### config.mk
export PLATFORM = sky130hd
export DESIGN_NAME = mru_document_table
export DESIGN_NICKNAME = d
export VERILOG_FILES = /design/src/hdl/mdt_pkg.sv /design/src/hdl/mru_document_table.sv
export VERILOG_INCLUDE_DIRS = /design/src /design/src/hdl
export SDC_FILE = /design/constraint.sdc
export NUM_CORES = 1
export LEC_CHECK = 0
export ABC_AREA = 1
export BUFFER_PORTS_ARGS = -buffer_cell sky130_fd_sc_hd__buf_2
export CAP_MARGIN = 10
export CORE_AREA = 2 2 157 159
export CTS_BUF_LIST = sky130_fd_sc_hd__clkbuf_8
export CTS_CLUSTER_DIAMETER = 30
export DETAILED_ROUTE_END_ITERATION = 10
export DIE_AREA = 0 0 159 161
export GPL_ROUTABILITY_DRIVEN = 0
export PLACE_DENSITY_LB_ADDON = 0.25
export RECOVER_POWER = 100
export SLEW_MARGIN = 20
export SYNTH_ARGS = -nofsm -noshare
export SYNTH_HDL_FRONTEND = slang
export SYNTH_SLANG_ARGS = --single-unit
### constraint.sdc
create_clock -name aclk -period 5.9 [get_ports aclk]
set_input_delay 0.59 -clock aclk [delete_from_list [all_inputs] [get_ports aclk]]
set_output_delay 0.59 -clock aclk [all_outputs]
set_load 0.005 [all_outputs]
### src/hdl/mru_document_table_defines.svh
// assertion macros for the mru document table
// no dependencies; expects aclk and aresetn in the including module
`ifndef MRU_DOCUMENT_TABLE_DEFINES_SVH
`define MRU_DOCUMENT_TABLE_DEFINES_SVH

// condition must hold at every edge out of reset
`define MDT_ASSERT_ALWAYS(label, cond, msg) \
    label: assert property (@(posedge aclk) disable iff (!aresetn) (cond)) \
        else $error(msg);

// same-cycle implication
`define MDT_ASSERT_IMP(label, ante, cons, msg) \
    label: assert property (@(posedge aclk) disable iff (!aresetn) (ante) |-> (cons)) \
        else $error(msg);

// next-cycle implication
`define MDT_ASSERT_NEXT(label, ante, cons, msg) \
    label: assert property (@(posedge aclk) disable iff (!aresetn) (ante) |=> (cons)) \
        else $error(msg);

`endif

### src/hdl/mdt_pkg.sv
// types and codes for the mru document table
// no dependencies
package mdt_pkg;

    // message kinds
    localparam logic [1:0] KIND_QUERY   = 2'd0;
    localparam logic [1:0] KIND_PUBLISH = 2'd1;

    // query modes; publish uses PUB_MODE_SKIP to mean ignore
    localparam logic [1:0] MODE_FORWARD    = 2'd0;
    localparam logic [1:0] MODE_ANSWER     = 2'd1;
    localparam logic [1:0] MODE_ANSWER_ALT = 2'd2;
    localparam logic [1:0] PUB_MODE_SKIP   = 2'd2;

    // result ports
    localparam logic [1:0] PORT_LINK     = 2'd0;
    localparam logic [1:0] PORT_HIT      = 2'd1;
    localparam logic [1:0] PORT_ANNOUNCE = 2'd2;

    typedef struct packed {
        logic [1:0]  kind;
        logic [15:0] doc_id;
        logic [15:0] msg_id;
        logic [9:0]  peer_id;
        logic [1:0]  mode;
    } mdt_in_t;

    typedef struct packed {
        logic [1:0]  port;
        logic [15:0] doc_id_res;
        logic [15:0] msg_id_res;
        logic [9:0]  peer_id_res;
        logic [1:0]  fwd_mode;
    } mdt_out_t;

endpackage

### src/hdl/mru_document_table.sv
// mru document table top level: recency-ordered id table in one memory
// depends on mdt_pkg and mru_document_table_defines.svh
// One item is taken at a time. A forwarded query (kind query, mode 0) or an
// ignored item goes straight to the finish state, and a forwarded query's
// result is loaded into the output register from there once it is free. A
// lookup or publish scans the table memory front to back, one entry per cycle
// through its single read port, while a publish shifts entries back by one on
// the same pass. A hit ends the scan early. A result waits in the output
// register while the next item is accepted. A new result stalls the block
// while the previous one is still waiting.
`include "mru_document_table_defines.svh"

module mru_document_table #(
    parameter int TABLE_DEPTH = 16
) (
    input  logic              aclk,
    input  logic              aresetn,
    input  logic              s_valid,
    output logic              s_ready,
    input  mdt_pkg::mdt_in_t  s_data,
    output logic              m_valid,
    input  logic              m_ready,
    output mdt_pkg::mdt_out_t m_data
);
    import mdt_pkg::*;

    localparam int CW = $clog2(TABLE_DEPTH + 1);
    localparam int AW = (TABLE_DEPTH > 1) ? $clog2(TABLE_DEPTH) : 1;
    localparam logic [CW-1:0] DEPTH_C = CW'(TABLE_DEPTH);

    typedef enum logic [1:0] {
        ST_IDLE,
        ST_SCAN,
        ST_APPEND,
        ST_FIN
    } state_t;

    state_t          state_reg, state_next;
    mdt_in_t         item_reg, item_next;
    logic            is_pub_reg, is_pub_next;
    logic            has_res_reg, has_res_next;
    logic [1:0]      res_port_reg, res_port_next;
    logic [CW-1:0]   rd_idx_reg, rd_idx_next;
    logic            cmp_valid_reg, cmp_valid_next;
    logic [AW-1:0]   cmp_idx_reg, cmp_idx_next;
    logic [15:0]     carry_reg, carry_next;
    logic [CW-1:0]   count_reg, count_next;
    logic            m_valid_reg, m_valid_next;
    mdt_out_t        m_data_reg, m_data_next;

    logic            mem_we;
    logic [AW-1:0]   mem_waddr;
    logic [15:0]     mem_wdata;
    logic            mem_re;
    logic [AW-1:0]   mem_raddr;
    logic [15:0]     rd_data_reg;
    logic            hit;

    logic [15:0]     doc_entries [TABLE_DEPTH];

    // table memory, one write and one read port, registered read
    always_ff @(posedge aclk) begin
        if (mem_we) begin
            doc_entries[mem_waddr] <= mem_wdata;
        end
        if (mem_re) begin
            rd_data_reg <= doc_entries[mem_raddr];
        end
    end

    assign hit = cmp_valid_reg && (rd_data_reg == item_reg.doc_id);

    // sequencer: scan, with move-to-front for a publish on the same pass
    always_comb begin
        state_next     = state_reg;
        item_next      = item_reg;
        is_pub_next    = is_pub_reg;
        has_res_next   = has_res_reg;
        res_port_next  = res_port_reg;
        rd_idx_next    = rd_idx_reg;
        cmp_valid_next = 1'b0;
        cmp_idx_next   = cmp_idx_reg;
        carry_next     = carry_reg;
        count_next     = count_reg;
        m_valid_next   = m_valid_reg;
        m_data_next    = m_data_reg;
        mem_we         = 1'b0;
        mem_waddr      = cmp_idx_reg;
        mem_wdata      = carry_reg;
        mem_re         = 1'b0;
        mem_raddr      = rd_idx_reg[AW-1:0];

        if (m_valid_reg && m_ready) begin
            m_valid_next = 1'b0;
        end

        case (state_reg)
            ST_IDLE: begin
                if (s_valid) begin
                    item_next     = s_data;
                    carry_next    = s_data.doc_id;
                    rd_idx_next   = '0;
                    is_pub_next   = 1'b0;
                    has_res_next  = 1'b0;
                    res_port_next = PORT_LINK;
                    if (s_data.kind == KIND_QUERY && s_data.mode == MODE_FORWARD) begin
                        has_res_next = 1'b1;
                        state_next   = ST_FIN;
                    end else if (s_data.kind == KIND_QUERY &&
                                 (s_data.mode == MODE_ANSWER ||
                                  s_data.mode == MODE_ANSWER_ALT)) begin
                        res_port_next = PORT_HIT;
                        state_next    = ST_SCAN;
                    end else if (s_data.kind == KIND_PUBLISH &&
                                 s_data.mode != PUB_MODE_SKIP) begin
                        is_pub_next   = 1'b1;
                        res_port_next = PORT_ANNOUNCE;
                        state_next    = ST_SCAN;
                    end else begin
                        state_next = ST_FIN;
                    end
                end
            end
            ST_SCAN: begin
                // publish: each compared slot takes the previous entry
                if (cmp_valid_reg && is_pub_reg) begin
                    mem_we     = 1'b1;
                    mem_waddr  = cmp_idx_reg;
                    mem_wdata  = carry_reg;
                    carry_next = rd_data_reg;
                end
                if (hit) begin
                    has_res_next = !is_pub_reg;
                    state_next   = ST_FIN;
                end else if (rd_idx_reg == count_reg) begin
                    if (is_pub_reg) begin
                        state_next = ST_APPEND;
                    end else begin
                        has_res_next = 1'b0;
                        state_next   = ST_FIN;
                    end
                end else begin
                    mem_re         = 1'b1;
                    rd_idx_next    = rd_idx_reg + 1'b1;
                    cmp_valid_next = 1'b1;
                    cmp_idx_next   = rd_idx_reg[AW-1:0];
                end
            end
            ST_APPEND: begin
                // new id: the displaced last entry grows the table or is dropped
                if (count_reg < DEPTH_C) begin
                    mem_we     = 1'b1;
                    mem_waddr  = count_reg[AW-1:0];
                    mem_wdata  = carry_reg;
                    count_next = count_reg + 1'b1;
                end
                has_res_next = 1'b1;
                state_next   = ST_FIN;
            end
            ST_FIN: begin
                if (!has_res_reg) begin
                    state_next = ST_IDLE;
                end else if (!m_valid_reg || m_ready) begin
                    m_valid_next           = 1'b1;
                    m_data_next.port        = res_port_reg;
                    m_data_next.doc_id_res  = item_reg.doc_id;
                    m_data_next.msg_id_res  = item_reg.msg_id;
                    m_data_next.peer_id_res = item_reg.peer_id;
                    m_data_next.fwd_mode    = (res_port_reg == PORT_LINK) ? item_reg.mode : 2'd0;
                    state_next             = ST_IDLE;
                end
            end
            default: begin
                state_next = ST_IDLE;
            end
        endcase
    end

    // control state and registered outputs
    always_ff @(posedge aclk) begin
        if (!aresetn) begin
            state_reg     <= ST_IDLE;
            cmp_valid_reg <= 1'b0;
            count_reg     <= '0;
            m_valid_reg   <= 1'b0;
        end else begin
            state_reg     <= state_next;
            cmp_valid_reg <= cmp_valid_next;
            count_reg     <= count_next;
            m_valid_reg   <= m_valid_next;
        end
        item_reg     <= item_next;
        is_pub_reg   <= is_pub_next;
        has_res_reg  <= has_res_next;
        res_port_reg <= res_port_next;
        rd_idx_reg   <= rd_idx_next;
        cmp_idx_reg  <= cmp_idx_next;
        carry_reg    <= carry_next;
        m_data_reg   <= m_data_next;
    end

    assign s_ready = (state_reg == ST_IDLE);
    assign m_valid = m_valid_reg;
    assign m_data  = m_data_reg;

    // checks
    `MDT_ASSERT_ALWAYS(a_count_bound, count_reg <= DEPTH_C, "entry count above table depth")
    `MDT_ASSERT_NEXT(a_count_only_append, state_reg != ST_APPEND, $stable(count_reg), "count changed outside append")
    `MDT_ASSERT_IMP(a_write_state, mem_we, (state_reg == ST_SCAN) || (state_reg == ST_APPEND), "table write outside scan or append")
    `MDT_ASSERT_IMP(a_cmp_in_scan, cmp_valid_reg, state_reg == ST_SCAN, "compare pending outside scan")
    `MDT_ASSERT_IMP(a_scan_range, state_reg == ST_SCAN, rd_idx_reg <= count_reg, "scan index past entry count")

endmodule
==> results_dict.tcl <==
set metrics [dict create \
    timing.final.max_slew_violations 155 \
    fin_crit_sh 0.669 \
    synth_nets 1124 \
    synth_enable_flop_cells 390 \
    viasPerCell 5.89 \
    coreArea_um2 24000 \
    overflow 0 \
    grt_pass1_vias 9223 \
    syn_inst 1066 \
    nets 1265 \
    grt_pass1_wl_mm 51.4 \
    met1_length_mm 13.7 \
    met2_length_mm 15.4 \
    p_total_mw 8.49 \
    status "complete, but fails checks" \
    dp.final_hpwl_mm 19.7 \
    antennaDiodeCount 0 \
    rsz0062_at_grt "no" \
    final-setup-viol-count 0 \
    critical_path_class "reg2reg" \
    worstPathRequired_ns 6.11 \
    largest_reg_flops 256 \
    final_period_minus_worst_setup_slack_ns 3.95 \
    yosys-top-cells-count "edfxtp_1, nor2_1, nand2_1" \
    clockBufferDepth 3 \
    path_clk_slew_ns 0.06 \
    top_layer_used "met4" \
    cts_buffers 67 \
    post_cts_buffers 0 \
    start_kind "flip-flop" \
    cts.sink_count 399 \
    die_height_um 161 \
    antenna_left 0 \
    synth_top_area_frac 0.763 \
    tightest_slew_ns 2.51 \
    cts_root_buf "clkbuf_8" \
    synth_top_flop_cell "edfxtp_1" \
    synth_most_common_cell "edfxtp_1" \
    power_density_nw_per_um2 489 \
    drv_cap 3 \
    antenna_found_initial 1 \
    yosysSeqAreaShare 0.775 \
    die_x_um 159 \
    num_vias 9310 \
    peakVddDrop_mv 0.258 \
    synth_cell_types 37 \
    num-fill-cells 1569 \
    synth_top_area_cell "edfxtp_1" \
    max_freq_ghz 0.253 \
    drt-total-wl_mm 33.3 \
    drive_gt1_frac 0.137 \
    io_buffer_count 97 \
    avgSynthCellArea_um2 14.4 \
    grt_max_degree 75 \
    rows 57 \
    dieArea_um2 25600 \
    synthArstFlopShare 0 \
    insertion_delay_ns 0.58 \
    fin_setup_tns_ns 0 \
    violations "capacitance limit, slew limit" \
    synth_area_um2 15400 \
    hold_viol_final 0 \
    endpoint_kind "flip-flop" \
    p_leak_nw 6.04 \
    grt_usage 0.265 \
    crit_fanout 9 \
    rrSetupSlack_ns 1.95 \
    wl_per_cell_um 21.0 \
    dr_wl_met3_mm 3.48 \
    cts_resized 0 \
    relSlewSlack -0.674 \
    hold_path.class "in2reg" \
    critical_path_arrival_ns 4.16 \
    drt-initial-drc-count 1204 \
    fin_worst_skew_ns 0.0224 \
    first_pass_iters 6 \
    htreeDepth 3 \
    drcViolationCount 0 \
    ys_ff_latch 399 \
    cts_tree "yes" \
    area_growth_pct 13.1 \
    utilization 0.724 \
    io_pins 98 \
    ys_top_cells_by_area "edfxtp_1, nor2_1, o21ai_0" \
    cts_hold_buf 0 \
    ys_warn_count 0 \
    start_util 0.641 \
]
[cells by family (layout without fill, tap and decap cells)]
logic type | Yosys count | in the layout | synth area share
compound gates | 177 | 177 | 0.0754
simple gates | 350 | 350 | 0.0942
xor+xnor | 6 | 6 | 0.00342
flops | 399 | 399 | 0.775
mux | 25 | 25 | 0.0163
buf+inv | 101 | 292 | 0.0297
fa+ha+maj | 8 | 8 | 0.00652
[critical path: stages, from the launching register on]
cell and delay, ns:
dfxtp_1 0.34, inv_1 0.11, ha_1 0.18, inv_1 0.07
nor2_1 0.30, inv_1 0.21, a21boi_0 0.53, nand3_1 0.26
nor2_1 1.02, clkbuf_1 0.55
[per-stage QoR]
stage / std cells / setup slack, ns / area [um2] / hold slack, ns
floorplan: 1066 / 2.87 / 15400 / 0.400
global placement: 1462 / 2.75 / 16200 / 0.400
detailed placement: 1462 / 2.60 / 16200 / 0.405
CTS: 1581 / 2.58 / 17500 / 0.164
global route: 1581 / 1.67 / 17400 / 0.163
finish: 1581 / 1.95 / 17400 / 0.186
[cells in the final DEF (no fill, tap or decap), types with 3 or more instances in the layout]
master,n
edfxtp_1,390
nor2_1,181
nand2_1,114
o21ai_0,87
clkbuf_8,69
inv_1,65
buf_2,65
clkbuf_1,52
o32ai_1,39
nand3_1,34
mux2i_1,25
o221ai_1,25
clkinv_1,11
a21oi_1,11
dfxtp_1,9
ha_1,8
o211ai_1,7
clkinv_2,7
xnor2_1,6
inv_6,5
bufinv_16,5
inv_2,4
nor2_2,4
buf_4,4
o22ai_1,3
nor3_1,3
nor3b_1,3
clkinvlp_4,3
[final timing paths]
check                                 start                          end  depth (start not counted)
hold / removal                   s_data[21]       item_reg[21]$_DFFE_PP_                          1
setup / recovery  state_reg[0]$_SDFFE_PN0P_  doc_entries[6][8]$_DFFE_PP_                          9
hold reg to reg      item_reg[27]$_DFFE_PP_         m_data[27]$_DFFE_PP_                          0
setup reg to reg  state_reg[0]$_SDFFE_PN0P_  doc_entries[6][8]$_DFFE_PP_                          9
[routing by layer]
| metal | vias up | track usage |
|---|---|---|
| li1 | 4239 | - |
| met1 | 4459 | 0.382 |
| met2 | 548 | 0.404 |
| met3 | 64 | 0.0660 |
| met4 | 0 | 0.0955 |
| met5 | - | 0 |
[report_power, final]
part	internal, mW	total [mW]	leakage (nW)	switching, mW
Sequential	3.80	4.20	3.63	0.393
Clock	1.33	2.41	0.741	1.08
Combinational	0.563	1.88	1.67	1.32
[final cells by class]
| type | instances | area [um2] | area share |
|---|---|---|---|
| clock inverters | 50 | 379 | 0.0218 |
| repair buffers | 121 | 551 | 0.0317 |
| well taps | 324 | 405 | 0.0234 |
| multi-input cells | 566 | 2990 | 0.172 |
| flip-flops and latches | 399 | 11900 | 0.685 |
| inverters | 52 | 195 | 0.0112 |
| clock buffers | 69 | 950 | 0.0547 |
Power figures use the tool's default switching activity.
